<file path="src/hdl/integer_to_roman_numeral_unit_macros.svh">
// Assertion macros for the Roman numeral unit.
// Included by the modules that carry concurrent checks; no other dependencies.
`ifndef INTEGER_TO_ROMAN_NUMERAL_UNIT_MACROS_SVH
`define INTEGER_TO_ROMAN_NUMERAL_UNIT_MACROS_SVH
`ifndef SYNTH
// Check prop at every rising clock edge outside reset.
`define IRN_ASSERT(lbl, clk, rst, prop, msg) \
   lbl: assert property (@(posedge clk) disable iff (rst) prop) else $error(msg);
// Check prop at every rising clock edge, reset included.
`define IRN_ASSERT_ALWAYS(lbl, clk, prop, msg) \
   lbl: assert property (@(posedge clk) prop) else $error(msg);
`else
`define IRN_ASSERT(lbl, clk, rst, prop, msg)
`define IRN_ASSERT_ALWAYS(lbl, clk, prop, msg)
`endif
`endif

</file>
<file path="src/hdl/irn_pkg.sv">
// Shared types, constants and spelling functions for the Roman numeral unit.
// No dependencies; every other file but the assertion macro header imports it.
`timescale 1ns / 1ps
package irn_pkg;

   localparam int unsigned VALUE_WIDTH  = 12;
   localparam int unsigned SYMBOL_WIDTH = 7;
   localparam int unsigned DIGIT_WIDTH  = 4;
   localparam int unsigned NUM_DIGITS   = 4;
   localparam int unsigned IRN_QUEUE_DEPTH = 2;

   localparam logic [VALUE_WIDTH-1:0] MAX_VALID = 12'd3999;

   localparam logic [SYMBOL_WIDTH-1:0] SYM_NONE = 7'h00;
   localparam logic [SYMBOL_WIDTH-1:0] SYM_I    = 7'h49;
   localparam logic [SYMBOL_WIDTH-1:0] SYM_V    = 7'h56;
   localparam logic [SYMBOL_WIDTH-1:0] SYM_X    = 7'h58;
   localparam logic [SYMBOL_WIDTH-1:0] SYM_L    = 7'h4C;
   localparam logic [SYMBOL_WIDTH-1:0] SYM_C    = 7'h43;
   localparam logic [SYMBOL_WIDTH-1:0] SYM_D    = 7'h44;
   localparam logic [SYMBOL_WIDTH-1:0] SYM_M    = 7'h4D;

   localparam logic [1:0] IDX_ONES      = 2'd0;
   localparam logic [1:0] IDX_TENS      = 2'd1;
   localparam logic [1:0] IDX_HUNDREDS  = 2'd2;
   localparam logic [1:0] IDX_THOUSANDS = 2'd3;

   typedef enum logic [1:0] {
      CLS_UNIT,
      CLS_FIVE,
      CLS_TEN
   } irn_class_type;

   typedef enum logic [1:0] {
      F_IDLE,
      F_CONV,
      F_PUSH
   } irn_front_state_type;

   typedef enum logic {
      B_IDLE,
      B_EMIT
   } irn_back_state_type;

   typedef struct packed {
      logic                                   range_error;
      logic [NUM_DIGITS-1:0][DIGIT_WIDTH-1:0] digits;
   } irn_entry_type;

   typedef struct packed {
      logic          valid;
      irn_entry_type entry;
   } irn_push_type;

   typedef struct packed {
      logic          empty;
      irn_entry_type entry;
   } irn_qstat_type;

   typedef struct packed {
      logic       found;
      logic [1:0] idx;
   } irn_find_type;

   // Number of characters that spell one decimal digit.
   function automatic logic [2:0] digit_len(input logic [DIGIT_WIDTH-1:0] d);
      logic [2:0] len;
      unique case (d)
         4'd1, 4'd5:        len = 3'd1;
         4'd2, 4'd4, 4'd6,
         4'd9:              len = 3'd2;
         4'd3, 4'd7:        len = 3'd3;
         4'd8:              len = 3'd4;
         default:           len = 3'd0;
      endcase
      return len;
   endfunction

   // Which of unit, five or ten stands at position pos of digit d.
   function automatic irn_class_type digit_class(input logic [DIGIT_WIDTH-1:0] d,
                                                 input logic [1:0] pos);
      irn_class_type cls;
      if (d == 4'd9) begin
         cls = (pos == 2'd0) ? CLS_UNIT : CLS_TEN;
      end else if (d == 4'd4) begin
         cls = (pos == 2'd0) ? CLS_UNIT : CLS_FIVE;
      end else if (d >= 4'd5 && pos == 2'd0) begin
         cls = CLS_FIVE;
      end else begin
         cls = CLS_UNIT;
      end
      return cls;
   endfunction

   // ASCII letter for a class at a given decimal place.
   function automatic logic [SYMBOL_WIDTH-1:0] roman_symbol(input logic [1:0] idx,
                                                            input irn_class_type cls);
      logic [SYMBOL_WIDTH-1:0] sym;
      sym = SYM_NONE;
      unique case (idx)
         IDX_ONES:
            sym = (cls == CLS_UNIT) ? SYM_I : (cls == CLS_FIVE) ? SYM_V : SYM_X;
         IDX_TENS:
            sym = (cls == CLS_UNIT) ? SYM_X : (cls == CLS_FIVE) ? SYM_L : SYM_C;
         IDX_HUNDREDS:
            sym = (cls == CLS_UNIT) ? SYM_C : (cls == CLS_FIVE) ? SYM_D : SYM_M;
         default:
            sym = SYM_M;
      endcase
      return sym;
   endfunction

   // Highest nonzero digit strictly below place limit.
   function automatic irn_find_type find_lower(
         input logic [NUM_DIGITS-1:0][DIGIT_WIDTH-1:0] digits,
         input logic [2:0] limit);
      irn_find_type res;
      res = '0;
      for (int i = 0; i < NUM_DIGITS; i++) begin
         if (3'(i) < limit && digits[i] != '0) begin
            res.found = 1'b1;
            res.idx   = 2'(i);
         end
      end
      return res;
   endfunction

endpackage

</file>
<file path="src/hdl/irn_if.sv">
// Handshake channels of the Roman numeral unit: request and response.
// Depends on irn_pkg for field widths.
`timescale 1ns / 1ps
interface irn_req_if import irn_pkg::*; ();
   logic                   valid;
   logic                   ready;
   logic [VALUE_WIDTH-1:0] value;

   modport source (output valid, output value, input ready);
   modport sink   (input valid, input value, output ready);
endinterface

interface irn_rsp_if import irn_pkg::*; ();
   logic                    valid;
   logic                    ready;
   logic [SYMBOL_WIDTH-1:0] symbol;
   logic                    last;
   logic                    range_error;

   modport source (output valid, output symbol, output last, output range_error,
                   input ready);
   modport sink   (input valid, input symbol, input last, input range_error,
                   output ready);
endinterface

</file>
<file path="src/hdl/irn_front.sv">
// Front end: accept a value, range check it, split it into decimal digits.
// Depends on irn_pkg and irn_if.
`timescale 1ns / 1ps
module irn_front import irn_pkg::*; (
   input  logic         clock,
   input  logic         reset,
   irn_req_if.sink      req_ch,
   input  logic         queue_full,
   output irn_push_type push
);

   localparam int unsigned BCD_WIDTH = NUM_DIGITS * DIGIT_WIDTH;
   localparam int unsigned CNT_WIDTH = $clog2(VALUE_WIDTH + 1);

   irn_front_state_type st_ff, st_in;
   logic [VALUE_WIDTH-1:0] bin_ff, bin_in;
   logic [BCD_WIDTH-1:0]   bcd_ff, bcd_in;
   logic [CNT_WIDTH-1:0]   cnt_ff, cnt_in;
   logic                   err_ff, err_in;
   logic                   accept;
   logic                   in_error;
   logic [BCD_WIDTH-1:0]   bcd_adj;

   assign accept   = req_ch.valid && req_ch.ready;
   assign in_error = (req_ch.value == '0) || (req_ch.value > MAX_VALID);

   // Next state
   always_comb begin
      st_in = st_ff;
      unique case (st_ff)
         F_IDLE: if (accept) st_in = in_error ? F_PUSH : F_CONV;
         F_CONV: if (cnt_ff == CNT_WIDTH'(1)) st_in = F_PUSH;
         F_PUSH: if (!queue_full) st_in = F_IDLE;
         default: st_in = F_IDLE;
      endcase
   end

   // Outputs
   always_comb begin
      req_ch.ready            = (st_ff == F_IDLE);
      push.valid              = (st_ff == F_PUSH) && !queue_full;
      push.entry.range_error  = err_ff;
      push.entry.digits       = bcd_ff;
   end

   // Double dabble: add three to every digit of five or more, then shift in a bit
   always_comb begin
      for (int i = 0; i < NUM_DIGITS; i++) begin
         bcd_adj[i*DIGIT_WIDTH +: DIGIT_WIDTH] =
            (bcd_ff[i*DIGIT_WIDTH +: DIGIT_WIDTH] >= 4'd5) ?
            bcd_ff[i*DIGIT_WIDTH +: DIGIT_WIDTH] + 4'd3 :
            bcd_ff[i*DIGIT_WIDTH +: DIGIT_WIDTH];
      end
      bin_in = bin_ff;
      bcd_in = bcd_ff;
      cnt_in = cnt_ff;
      err_in = err_ff;
      if (accept) begin
         bin_in = req_ch.value;
         bcd_in = '0;
         cnt_in = CNT_WIDTH'(VALUE_WIDTH);
         err_in = in_error;
      end else if (st_ff == F_CONV) begin
         {bcd_in, bin_in} = {bcd_adj[BCD_WIDTH-2:0], bin_ff, 1'b0};
         cnt_in = cnt_ff - CNT_WIDTH'(1);
      end
   end

   always_ff @(posedge clock) begin
      if (reset) begin
         st_ff <= F_IDLE;
      end else begin
         st_ff <= st_in;
      end
   end

   always_ff @(posedge clock) begin
      bin_ff <= bin_in;
      bcd_ff <= bcd_in;
      cnt_ff <= cnt_in;
      err_ff <= err_in;
   end

endmodule

</file>
<file path="src/hdl/irn_queue.sv">
// Short queue of classified items between front and back end.
// Depends on irn_pkg and the assertion macro header.
`timescale 1ns / 1ps
`include "integer_to_roman_numeral_unit_macros.svh"
module irn_queue import irn_pkg::*; #(
   parameter int unsigned DEPTH = IRN_QUEUE_DEPTH
) (
   input  logic          clock,
   input  logic          reset,
   input  irn_push_type  push,
   output logic          full,
   input  logic          pop,
   output irn_qstat_type qstat
);

   localparam int unsigned PTR_WIDTH = (DEPTH > 1) ? $clog2(DEPTH) : 1;
   localparam int unsigned CNT_WIDTH = $clog2(DEPTH + 1);

   irn_entry_type          slots_ff [DEPTH];
   logic [PTR_WIDTH-1:0]   wr_ptr_ff, wr_ptr_in;
   logic [PTR_WIDTH-1:0]   rd_ptr_ff, rd_ptr_in;
   logic [CNT_WIDTH-1:0]   count_ff, count_in;
   logic                   do_push, do_pop;

   assign full        = (count_ff == CNT_WIDTH'(DEPTH));
   assign qstat.empty = (count_ff == '0);
   assign qstat.entry = slots_ff[rd_ptr_ff];
   assign do_push     = push.valid && !full;
   assign do_pop      = pop && !qstat.empty;

   always_comb begin
      wr_ptr_in = wr_ptr_ff;
      rd_ptr_in = rd_ptr_ff;
      count_in  = count_ff;
      if (do_push) begin
         wr_ptr_in = (wr_ptr_ff == PTR_WIDTH'(DEPTH - 1)) ? '0 : wr_ptr_ff + PTR_WIDTH'(1);
      end
      if (do_pop) begin
         rd_ptr_in = (rd_ptr_ff == PTR_WIDTH'(DEPTH - 1)) ? '0 : rd_ptr_ff + PTR_WIDTH'(1);
      end
      if (do_push && !do_pop) begin
         count_in = count_ff + CNT_WIDTH'(1);
      end else if (do_pop && !do_push) begin
         count_in = count_ff - CNT_WIDTH'(1);
      end
   end

   always_ff @(posedge clock) begin
      if (reset) begin
         wr_ptr_ff <= '0;
         rd_ptr_ff <= '0;
         count_ff  <= '0;
      end else begin
         wr_ptr_ff <= wr_ptr_in;
         rd_ptr_ff <= rd_ptr_in;
         count_ff  <= count_in;
      end
   end

   always_ff @(posedge clock) begin
      if (do_push) begin
         slots_ff[wr_ptr_ff] <= push.entry;
      end
   end

   `IRN_ASSERT(a_no_push_full, clock, reset, push.valid |-> !full, "push into full queue")
   `IRN_ASSERT(a_no_pop_empty, clock, reset, pop |-> !qstat.empty, "pop from empty queue")
   `IRN_ASSERT(a_count_bound, clock, reset, count_ff <= CNT_WIDTH'(DEPTH), "count overflow")
   `IRN_ASSERT(a_count_up, clock, reset, (do_push && !do_pop) |=>
      (count_ff == $past(count_ff) + CNT_WIDTH'(1)), "count did not advance on push")

endmodule

</file>
<file path="src/hdl/irn_back.sv">
// Back end: spell each queued item as Roman letters, one per response.
// Depends on irn_pkg, irn_if and the assertion macro header.
`timescale 1ns / 1ps
`include "integer_to_roman_numeral_unit_macros.svh"
module irn_back import irn_pkg::*; (
   input  logic          clock,
   input  logic          reset,
   input  irn_qstat_type qstat,
   output logic          pop,
   irn_rsp_if.source     rsp_ch
);

   irn_back_state_type       st_ff, st_in;
   irn_entry_type            entry_ff;
   logic [1:0]               idx_ff;
   logic [1:0]               pos_ff;
   logic                     rsp_valid_ff;
   logic [SYMBOL_WIDTH-1:0]  sym_ff;
   logic                     last_ff;
   logic                     err_ff;

   logic [DIGIT_WIDTH-1:0]   cur_d;
   logic                     pos_more;
   irn_find_type             lower;
   irn_find_type             start;
   logic                     char_last;
   logic [SYMBOL_WIDTH-1:0]  char_sym;
   logic                     slot_free;
   logic                     emit;
   logic                     load;

   assign cur_d     = entry_ff.digits[idx_ff];
   assign pos_more  = ({1'b0, pos_ff} + 3'd1) < digit_len(cur_d);
   assign lower     = find_lower(entry_ff.digits, {1'b0, idx_ff});
   assign start     = find_lower(qstat.entry.digits, 3'(NUM_DIGITS));
   assign char_last = entry_ff.range_error || (!pos_more && !lower.found);
   assign char_sym  = entry_ff.range_error ? SYM_NONE :
                      roman_symbol(idx_ff, digit_class(cur_d, pos_ff));
   assign slot_free = !rsp_valid_ff || rsp_ch.ready;

   // Next state
   always_comb begin
      st_in = st_ff;
      unique case (st_ff)
         B_IDLE: if (!qstat.empty) st_in = B_EMIT;
         B_EMIT: if (slot_free && char_last) st_in = B_IDLE;
         default: st_in = B_IDLE;
      endcase
   end

   // Outputs
   always_comb begin
      load = (st_ff == B_IDLE) && !qstat.empty;
      emit = (st_ff == B_EMIT) && slot_free;
      pop  = load;
      rsp_ch.valid       = rsp_valid_ff;
      rsp_ch.symbol      = sym_ff;
      rsp_ch.last        = last_ff;
      rsp_ch.range_error = err_ff;
   end

   always_ff @(posedge clock) begin
      if (reset) begin
         st_ff        <= B_IDLE;
         rsp_valid_ff <= 1'b0;
      end else begin
         st_ff <= st_in;
         if (emit) begin
            rsp_valid_ff <= 1'b1;
         end else if (rsp_ch.ready) begin
            rsp_valid_ff <= 1'b0;
         end
      end
   end

   // Cursor: digit place and position within its pattern
   always_ff @(posedge clock) begin
      if (load) begin
         entry_ff <= qstat.entry;
         idx_ff   <= start.idx;
         pos_ff   <= 2'd0;
      end else if (emit) begin
         if (pos_more) begin
            pos_ff <= pos_ff + 2'd1;
         end else begin
            idx_ff <= lower.idx;
            pos_ff <= 2'd0;
         end
      end
      if (emit) begin
         sym_ff  <= char_sym;
         last_ff <= char_last;
         err_ff  <= entry_ff.range_error;
      end
   end

   `IRN_ASSERT(a_err_shape, clock, reset, (rsp_valid_ff && err_ff) |->
      (last_ff && sym_ff == SYM_NONE), "error response must be a single empty symbol")
   `IRN_ASSERT(a_ok_letter, clock, reset, (rsp_valid_ff && !err_ff) |->
      (sym_ff != SYM_NONE), "valid response without a letter")
   `IRN_ASSERT(a_cursor_digit, clock, reset, (st_ff == B_EMIT && !entry_ff.range_error) |->
      (cur_d != '0), "cursor on a zero digit")

endmodule

</file>
<file path="src/hdl/integer_to_roman_numeral_unit.sv">
// Top level of the Roman numeral unit: front end, item queue, back end.
// Depends on irn_pkg, irn_if, irn_front, irn_queue and irn_back.
//
// Converts a 12-bit unsigned value into its Roman numeral, one ASCII letter per
// response, most significant first, with last set on the final letter. Values 0
// and above 3999 give one response with symbol 0, last 1 and range_error 1.
// The front end takes a value and splits it into decimal digits with a
// shift-and-add-three converter, then queues it (error values skip the
// converter). The back end pulls one item from the queue, then sends one letter
// per cycle while the receiver takes them, 1 to 15 letters. Front and back work
// on separate items, so at sustained load the back end's one-letter-per-cycle
// output register sets the rate for long numerals and the digit converter for
// short ones.
`timescale 1ns / 1ps
module integer_to_roman_numeral_unit import irn_pkg::*; #(
   parameter int unsigned QUEUE_DEPTH = IRN_QUEUE_DEPTH
) (
   input  logic      clock,
   input  logic      reset,
   irn_req_if.sink   req_ch,
   irn_rsp_if.source rsp_ch
);

   irn_push_type  push;
   irn_qstat_type qstat;
   logic          queue_full;
   logic          pop;

   // Accept, range check and convert to decimal digits
   irn_front u_front (
      .clock      (clock),
      .reset      (reset),
      .req_ch     (req_ch),
      .queue_full (queue_full),
      .push       (push)
   );

   // Hold converted items so front and back stall independently
   irn_queue #(
      .DEPTH (QUEUE_DEPTH)
   ) u_queue (
      .clock (clock),
      .reset (reset),
      .push  (push),
      .full  (queue_full),
      .pop   (pop),
      .qstat (qstat)
   );

   // Spell digits as letters and drive the response register
   irn_back u_back (
      .clock  (clock),
      .reset  (reset),
      .qstat  (qstat),
      .pop    (pop),
      .rsp_ch (rsp_ch)
   );

endmodule
</file>
<file path="src/flat_wrapper.sv">
// flat-port wrapper written by rule: the top's interface ports become plain ports
module integer_to_roman_numeral_unit_flat import irn_pkg::*;
#(
   parameter int unsigned QUEUE_DEPTH = IRN_QUEUE_DEPTH
)
  (clock, reset, req_ch_valid, req_ch_value, req_ch_ready, rsp_ch_valid, rsp_ch_symbol, rsp_ch_last, rsp_ch_range_error, rsp_ch_ready);
  irn_req_if req_ch_i ();
  irn_rsp_if rsp_ch_i ();
  input  logic clock;
  input  logic reset;
  input wire logic [$bits(req_ch_i.valid)-1:0] req_ch_valid;
  input wire logic [$bits(req_ch_i.value)-1:0] req_ch_value;
  output wire logic [$bits(req_ch_i.ready)-1:0] req_ch_ready;
  output wire logic [$bits(rsp_ch_i.valid)-1:0] rsp_ch_valid;
  output wire logic [$bits(rsp_ch_i.symbol)-1:0] rsp_ch_symbol;
  output wire logic [$bits(rsp_ch_i.last)-1:0] rsp_ch_last;
  output wire logic [$bits(rsp_ch_i.range_error)-1:0] rsp_ch_range_error;
  input wire logic [$bits(rsp_ch_i.ready)-1:0] rsp_ch_ready;
  assign req_ch_i.valid = req_ch_valid;
  assign req_ch_i.value = req_ch_value;
  assign req_ch_ready = req_ch_i.ready;
  assign rsp_ch_valid = rsp_ch_i.valid;
  assign rsp_ch_symbol = rsp_ch_i.symbol;
  assign rsp_ch_last = rsp_ch_i.last;
  assign rsp_ch_range_error = rsp_ch_i.range_error;
  assign rsp_ch_i.ready = rsp_ch_ready;
  integer_to_roman_numeral_unit #(.QUEUE_DEPTH(QUEUE_DEPTH)) u_core (.clock(clock), .reset(reset), .req_ch(req_ch_i), .rsp_ch(rsp_ch_i));
endmodule
</file>
<file path="config.mk">
export PLATFORM = sky130hd
export DESIGN_NAME = integer_to_roman_numeral_unit_flat
export DESIGN_NICKNAME = d
export VERILOG_FILES = /design/src/hdl/irn_pkg.sv /design/src/hdl/irn_if.sv /design/src/hdl/irn_front.sv /design/src/hdl/irn_queue.sv /design/src/hdl/irn_back.sv /design/src/hdl/integer_to_roman_numeral_unit.sv /design/src/flat_wrapper.sv
export VERILOG_INCLUDE_DIRS = /design/src /design/src/hdl
export SDC_FILE = /design/constraint.sdc
export NUM_CORES = 1
export LEC_CHECK = 0
export ABC_CLOCK_PERIOD_IN_PS = 4800
export BUFFER_PORTS_ARGS = -buffer_cell sky130_fd_sc_hd__buf_2
export CAP_MARGIN = 30
export CELL_PAD_IN_SITES_DETAIL_PLACEMENT = 0
export CELL_PAD_IN_SITES_GLOBAL_PLACEMENT = 1
export CORE_MARGIN = 1.5
export CORE_UTILIZATION = 53
export DETAILED_ROUTE_END_ITERATION = 10
export PLACE_DENSITY = 0.85
export SETUP_SLACK_MARGIN = 0.3
export SYNTH_ARGS = -nofsm -noshare
export SYNTH_HDL_FRONTEND = slang
export SYNTH_HIERARCHICAL = 1
export SYNTH_SLANG_ARGS = --single-unit
export TNS_END_PERCENT = 1
</file>
<file path="constraint.sdc">
create_clock -name clock -period 4.8 [get_ports clock]
set_input_delay 0.24 -clock clock [delete_from_list [all_inputs] [get_ports clock]]
set_output_delay 0.24 -clock clock [all_outputs]
set_load 0.05 [all_outputs]
</file>
==> Word-level counts from Yosys, hierarchy flattened <==
Memories as Yosys holds them, arrays and structs flattened. A register that Yosys moved wholly into a read port is not among the register bits.
Cells that the tools add are included.
{ "word_totals": {"regBits": 71, "mem_bits_rw": 34, "romBits": 48, "in_bits": 16, "output_inout_bits": 11, "elab_cells": 148, "n_memories": 2} }
{ "classes": {"add_sub_neg": 11, "order_cmp": 11, "n_eq_ne": 13, "muxes": 48, "n_bitwise": 1, "reduce_logical": 42} }
{ "memory_table": {"columns": ["name", "depth", "word_bits", "read_ports", "rd_clocked_by_memory_dff", "write_ports", "line_no", "text"], "rows": [
  ["(no name shown)", 16, 3, 1, 0, 0, "irn_pkg.sv:68", "unique case (d)"],
  ["u_core.u_queue.slots_ff", 2, 17, 1, 1, 1, "irn_queue.sv:19", "irn_entry_type slots_ff [DEPTH];"]
]} }
{ "op_table": {"columns": ["cell", "n"], "rows": [
  ["4-bit two-way mux", 8],
  ["2-bit two-way mux", 15],
  ["12-bit two-way mux", 2],
  ["4-bit nonzero test", 6],
  ["4-bit by 3-bit >= comparator with 1-bit output (second input constant)", 5],
  ["5-bit one-hot mux with 3 select lines", 1],
  ["1-bit logical AND", 14],
  ["1-bit two-way mux", 13],
  ["4-bit by 2-bit adder with 4-bit output (second input constant)", 3],
  ["12-bit greater-than comparator (second input constant)", 1],
  ["12-bit logical NOT", 1],
  ["3-bit two-way mux", 4],
  ["2-bit logical NOT", 5],
  ["5-bit two-way mux", 2],
  ["4-bit binary-select mux with 2-bit select", 1],
  ["2-bit nonzero test", 4],
  ["1-bit logical NOT", 7],
  ["2-bit by 1-bit equality test with 1-bit output (second input constant)", 3],
  ["2-bit equality test (second input constant)", 3],
  ["2-bit one-hot mux with 3 select lines", 1],
  ["2-bit by 1-bit adder with 2-bit output (second input constant)", 2],
  ["4-bit by 1-bit equality test with 1-bit output (second input constant)", 1],
  ["4-bit by 3-bit equality test with 1-bit output (second input constant)", 1],
  ["4-bit equality test (second input constant)", 1],
  ["16 further kinds", 22]
]} }

==> Logic depth before layout (Yosys ltp) <==
Gate-level depths: netlist of the first run.
{ "depth": {"ltp_word": 11, "depth_mapped": 10, "ltp_nobuf": 9} }

==> Cells and area by module <==
Netlist of the first run, hierarchy kept.
{ "by_module_without_submodules": {"columns": ["module", "n_inst", "cells_each", "area_each_um2", "seq_area_each_um2"], "rows": [
  ["irn_front", 1, 193, 1740.4, 830.8],
  ["irn_back", 1, 116, 1487.7, 890.9],
  ["irn_queue", 1, 78, 1442.6, 1121.1]
]} }

==> Worst setup path before layout of the first run <==
No wires, ideal clock.
{ "synth_path": {"path_kind": "register -> register", "from": "reg u_core.u_queue.count_ff[0]", "to": "reg u_core.u_queue.count_ff[1]", "setup_time_ps": 70, "arrival_time_ps": 2633, "required_time_ps": 4730, "setup_slack_ps": 2098, "path_stages_with_launch": 7, "n_path_buf": 0, "period_less_slack_ps": 2702, "cell_sequence": "dfxtp_1 -> nor2_1 -> nor2_1 -> o21ai_0 -> ha_1 -> or3_1 -> a21oi_1"} }
{ "synth_rtl": {"columns": ["item", "line_no", "text"], "rows": [
  ["from (decl)", "irn_queue.sv:22", "logic [CNT_WIDTH-1:0] count_ff, count_in;"],
  ["from (signal assigned)", "irn_queue.sv:56", "count_ff <= count_in;"]
]} }

==> Worst setup path after layout of the first run <==
{ "layout_path": {"from": "reg u_core.u_back.idx_ff[0]", "to": "reg u_core.u_back.st_ff"} }
{ "layout_via": {"elab_chain_len": 11, "elab_cells_between_ends": 20, "classes_between": "order compare: 4; mux: 7; reduce/logical: 8; memory: 1"} }
{ "layout_rtl": {"columns": ["item", "line_no", "text"], "rows": [
  ["from (decl)", "irn_back.sv:15", "logic [1:0] idx_ff;"],
  ["from (signal assigned)", "irn_back.sv:80", "idx_ff <= start.idx;"],
  ["from (signal assigned)", "irn_back.sv:86", "idx_ff <= lower.idx;"],
  ["branches (longest 6 deep; another with memory read 16 x 3 bit)", null, null],
  ["1-bit logical AND *", "irn_back.sv:36", "assign char_last = entry_ff.range_error || (!pos_more && !lower.found);"],
  ["1-bit logical OR *", "irn_back.sv:36", null],
  ["net u_core.u_back.char_last", "irn_back.sv:26", "logic char_last;"],
  ["1-bit logical AND *", "irn_back.sv:46", "B_EMIT: if (slot_free && char_last) st_in = B_IDLE;"],
  ["1-bit two-way mux *", "irn_back.sv:46", null],
  ["1-bit one-hot mux with 2 select lines *", "irn_back.sv:44", "unique case (st_ff)"],
  ["to (signal assigned)", "irn_back.sv:67", "st_ff <= st_in;"],
  ["to (decl)", "irn_back.sv:13", "irn_back_state_type st_ff, st_in;"]
]} }
Mark *: on every way through the listed nets, which the timed path passes. The select of a mux whose other input is x is not followed.
A chain may end at the register's enable or synchronous reset.

==> results of run 1 <==
routing by layer:
layer  track usage [%]  up-vias  routed length [um]
met1             21.87     1362                3635
met5                 0        -                   0
li1                  -     1464                   -
met2             29.21       42                3645
met3             3.829       16                 216
met4             8.250        0                 193
cells in the final DEF (no fill, tap or decap), types with 10 or more instances in the layout:
cell      Yosys  routed
edfxtp_1     74      74
nand2_1      49      49
dfxtp_1      31      31
o21ai_0      27      27
buf_2         5      25
nor2_1       23      23
mux2_2       21      21
a21oi_1      20      20
inv_1        17      17
nand3_1      15      15
ha_1         15      15
clkbuf_8      0      10
nor4_1       10      10
tightest hold or removal path: cells and delay by family:
kind,cells,cell delay [ns]
AND/OR/NAND/NOR,2,0.08
buffers and inverters,1,0.09
flip-flops by register name (all words and copies together), names as in the netlist, 2 cells and up, named ones only:
| signal | flops |
|---|---|
| u_core/u_back/idx_ff | 2 |
| u_core/u_front/st_ff | 2 |
| u_core/u_back/rsp_ch.symbol | 6 |
| u_core/u_front/cnt_ff | 4 |
| u_core/u_back/pos_ff | 2 |
| u_core/u_front/bcd_ff | 16 |
| u_core/u_back/entry_ff | 17 |
| u_core/u_queue/slots_ff | 34 |
| u_core/u_front/bin_ff | 12 |
| u_core/u_queue/count_ff | 2 |
logic make-up after synthesis:
group	Yosys count	synth area share (%)
compound gates	68	8.948
simple gates	130	13.74
fa+ha+maj	15	4.018
mux	26	7.206
flops	105	60.86
other cells	1	0.08029
buf+inv	32	3.268
xor+xnor	10	1.875
metrics by stage:
step | setup WS, ns | util (%) | power (W) | cell area [um2]
floorplan | 2.098 | - | 0.001357 | 4671
global placement | 1.967 | 56.20 | 0.001416 | 4853
detailed placement | 1.883 | 56.20 | 0.001428 | 4853
CTS | 1.866 | 58.40 | 0.001943 | 5044
global route | 1.612 | 58.40 | 0.002026 | 5044
finish | 1.877 | 58.40 | 0.001930 | 5044
path summary, 6_finish.rpt:
path,slack (ns),endpoint,start
min,0.15,u_core/u_front/bin_ff[6],req_ch_value[6]
max reg2reg,1.88,u_core/u_back/st_ff,u_core/u_back/idx_ff[0]
max,1.88,u_core/u_back/st_ff,u_core/u_back/idx_ff[0]
min reg2reg,0.46,u_core/u_queue/slots_ff[0][16],u_core/u_front/err_ff
power by group:
group	internal [W]	leakage (nW)	switching (W)
clock	0.000234	0.0995	0.000288
sequential	0.00104	0.944	0.0000464
combinational	0.000123	0.787	0.000195
total	0.00140	1.83	0.000530
layout make-up:
cell class,count,area (um2)
Clock buffer,12,166.4
Clock inverter,4,23.77
Fill cell,701,3592
Inverter,18,67.56
Multi-Input combinational cell,250,1675
Sequential cell,105,2843
Tap cell,108,135.1
Timing Repair Buffer,26,132.6
==> impl_results.md, run 1 <==
* Clk_skew at ~0.013 ns
* Initial DRC count at 165
* CP arrival at between 3 and 4 ns
* Critical Path Fanout Max at 14
* Cts-stage hold buffer count at 0
* Inst Count DP at about 510
* Largest net degree at the start of global routing at 32
* GP Congestion at around 0.82
* Worst Path Required at between 5 and 6 ns
* R2R cell count at 9
* Number of synthesized register bits at 105
* Critical Path End Type: register
* Most common cell in the netlist: edfxtp_1
* CP max-delay cell: edfxtp_1
* Die Ht at 96.88 um
* Hold depth at 3
* Die width at just under 100 um
* Resize count post-CTS at 0
* GRT Overall Usage at 17.55%
* Worst Setup Start Kind: register
* Root Buffer: clkbuf_8
* Largest area contributor in the netlist: edfxtp_1
* Measured slew at the worst slew-check pin at 1.008 ns
* Status: completed
* Routed Antenna Nets at 0
* Tcrit/Tclk final at a little over 60%
* Unrepaired setup endpoints after global routing: false
* Ports at 27
* Top_reg_cell synth: edfxtp_1
* Setup TNS at 0 ns
* Family with the most delay on the worst path: compound AO/OA/AOI/OAI gates
* Layout cells sized above 1 at approximately 17%
* Critical Path Max Stage Delay at 0.67 ns
* Top post-synthesis cells by area: edfxtp_1 (48%), dfxtp_1 (13%), mux2_2 (5.1%), ha_1 (4.0%), nand2_1 (3.9%)
* Layout area overhead at 7.983%
* Num CTS Buffers at 9
* CTS Buffer Depth at 2
* Htree depth at 3
* Total of max-cap violations at 0
* Post-Route WL at between 7000 and 8000 um
* Asr flop ratio synth at 0%
* Post-synthesis cell count at 387
* Hpwl dp at between 5000 and 6000 um
* Starting Density at approximately 54%
* Ant diodes at 0
* Slew Viols, Final at 0
* Power Dens Cells at approximately 380 nW/um2
* Grt total ovfl at 0
* # setup viols final at 0
* Worst hold-check path type: primary input to register
* Post-Syn Nets at roughly 420
* First-pass GRT wire length at ~13000 um
* Vias in the first global route at 2867
* WL per Instance at about 15 um
* Synth warn at 6
* Hold_ws at around 0.15 ns
* Routed via count at about 2.9k
* Number of flops mapped to enable cells by yosys at between 70 and 80
* CTS tree: done
* CP Class: register to register
* Maximum vdd drop at 0.0001930 V
* Final net count at approximately 440
* Post-CTS Repair Setup Buffers at 0
* Leakage at around 1.8 nW
* Synthesized area per cell at roughly 12 um2
* Initial antenna violation count at 0
* Worst-skew pair later-pin latency at roughly 0.36 ns
* # clock sinks at between 100 and 150
* Cell area after synthesis at ~4700 um2
* Die area at approximately 9400 um2
* WP depth at 9
* Clk slew on worst S/H paths at around 0.1 ns
* Post-route non-filler standard cell count at around 520
* Critical-path cell list: mux4_2, nor2b_1, nor2_1, o21a_1, ha_1, nand2_1, a2111oi_0, a211o_1, a221oi_1
* Register area share after synthesis at between 60% and 70%
* Relative slew slack at between 30% and 40%
* Num rows at 34
* Endpoints failing hold at 0
* Post-synth top cells: edfxtp_1 (74), nand2_1 (49), dfxtp_1 (31), o21ai_0 (27), nor2_1 (23)
* Max Clock Freq at 342.2 MHz
* WP buf/inv at 0
* Fin crit period at slightly below 3 ns
* # DRC at 0
* Cell variety after synth at 54
* Port Buf Inserts at 25
* Post-synth top area share at roughly 48%
* TritonRoute pass-1 iters at 4
* Post-DR vias/cell at approximately 5.5
* Core area at ~8600 um2
No activity file was read; power rests on OpenSTA's default activity.
==> inputs of run 2 (changes only) <==
Settings changed: ABC_CLOCK_PERIOD_IN_PS 4800 to 2900, CORE_UTILIZATION 53 to 49, PLACE_DENSITY 0.85 to 0.8.
Clock period 4.8 ns to 2.9 ns, I/O delays scaled along.
==> impl_results.md, run 2 (same netlist as run 1, synthesis figures left out) <==
* Status: completed
* Initial DRC count at ~110
* Maximum vdd drop at between 0.0002 and 0.00025 V
* Max reg flops at 34
* Post-layout power at ~0.0034 W
* CP arrival at 2.80 ns
* CTS Buffer Depth at 2
* Grt peak-use layer: met2
* Num CTS Buffers at 9
* TritonRoute pass-1 iters at 4
* CTS tree: done
* Critical Path End Type: register
* CP Class: register to register
* GR Util met3 at under 10%
* Hold depth at 3
* Tcrit/Tclk final at 86.74%
* Critical Path Fanout Max at 5
* Endpoints failing hold at 0
* Setup TNS at 0 ns
* Core area at a little over 9000 um2
* First-pass GRT wire length at roughly 14000 um
* # setup viols final at 0
* Layout area overhead at 12.56%
* Unrepaired setup endpoints after global routing: true
* Met1 usage at about 23%
* Slew Viols, Final at 0
* Post-DR vias/cell at 5.334
* # clock sinks at 105
* Grt total ovfl at 0
* Power Dens Cells at approximately 640 nW/um2
* Num rows at 35
* Max Clock Freq at between 300 and 400 MHz
* Clk slew on worst S/H paths at ~0.1 ns
* Largest Register: u_core/u_queue/slots_ff
* Root Buffer: clkbuf_8
* GRT Overall Usage at about 17%
* Starting Density at 50.55%
* Fin crit period at 2.516 ns
* Layout cells sized above 1 at between 20% and 30%
* Vias in the first global route at 2921
* Worst-skew pair later-pin latency at roughly 0.35 ns
* Relative slew slack at roughly half
* Final instance area at approximately 5300 um2
* Initial antenna violation count at 0
* Final design utilization at 56.90%
* Total of max-cap violations at 0
* Port Buf Inserts at 25
* Worst hold-check path type: primary input to register
* Die Ht at 100.6 um
* Cts-stage hold buffer count at 0
* Commonest non-fill, non-tap cell in the layout: edfxtp_1
* Largest net degree at the start of global routing at 31
* # DRC at 0
* Die area at about 10000 um2
* Clk_skew at about 0.012 ns
* Routed via count at around 3k
* Most frequent cells in the layout: edfxtp_1 (74), nand2_1 (48), dfxtp_1 (31), o21ai_0 (27), buf_2 (25)
* Biggest regs: u_core/u_queue/slots_ff: 34 flops, u_core/u_back/entry_ff: 17 flops, u_core/u_front/bcd_ff: 16 flops
* R2R cell count at 8
* Routed Antenna Nets at 0
* WL per Instance at roughly 15 um
* Cell Area, Placed at about 5000 um2
* Post-Route WL at 8066 um
* Met2 Use GR at 28.48%
* Hpwl dp at around 5500 um
* Measured slew at the worst slew-check pin at 0.7686 ns
* Worst Path Required at 3.18 ns
* Ant diodes at 0
* Leakage at approximately 1.9 nW
* Htree depth at 3
* Worst Setup Start Kind: register
* Ports at 27
* Die width at between 100 and 150 um
* GP Congestion at approximately 0.86
* Final net count at about 450
-- run 2: report_power, final --
part | switching, W | total (W) | internal, W
clock | 0.000496 | 0.000930 | 0.000434
combinational | 0.000379 | 0.000644 | 0.000265
sequential | 0.0000659 | 0.00179 | 0.00173
-- run 2: area by class of cell --
class                      count  area (um2)
clock inverter                 6       72.57
sequential                   105        2843
timing repair buffer          36       215.2
fill                         779        3983
inverter                      18       67.56
tap                          129       161.4
multi-input combinational    250        1760
clock buffer                  10       137.6
-- run 2: per-layer routing --
| layer | up-vias | share of wire [%] |
|---|---|---|
| met4 | 0 | 1.9 |
| met5 | - | 0 |
| met3 | 13 | 2.6 |
| met2 | 47 | 49 |
| met1 | 1412 | 46 |
| li1 | 1483 | - |
-- run 2: critical path, cell delays in order, from the launching register on --
cell      delay (ns)
edfxtp_1        0.47
mux4_2          0.59
buf_6           0.17
nor2b_4         0.12
nand2_1         0.09
ha_4            0.24
a21o_1          0.20
a211o_1         0.33
a221oi_2        0.22
-- run 2: worst paths after layout --
check	start	to	slack, ns
worst max-delay path	u_core/u_back/idx_ff[0]	u_core/u_back/st_ff	0.38
worst min-delay path	req_ch_value[1]	u_core/u_front/bin_ff[1]	0.07
worst max register to register	u_core/u_back/idx_ff[0]	u_core/u_back/st_ff	0.38
worst min register to register	u_core/u_front/err_ff	u_core/u_queue/slots_ff[1][16]	0.46
-- run 2: per-stage QoR --
step / setup slack [ns] / cells / hold slack [ns]
final: 0.3845 / 554 / 0.06706
after global placement: 0.2832 / 534 / 0.4257
after CTS: 0.3059 / 552 / 0.04279
after detailed placement: 0.2078 / 534 / 0.4310
after floorplan: 0.4377 / 387 / 0.2141
after global routing: 0.2783 / 554 / 0.05448
-- run 2: what timing repair did --
| action | 4_1_cts | 5_1_grt |
|---|---|---|
| pin swaps | 0 | 3 |
| resized for setup | 2 | 11 |
| cloned | 0 | 0 |
| endpoints found under the setup margin | 2 | 6 |
| buffers inserted | 2 | 2 |
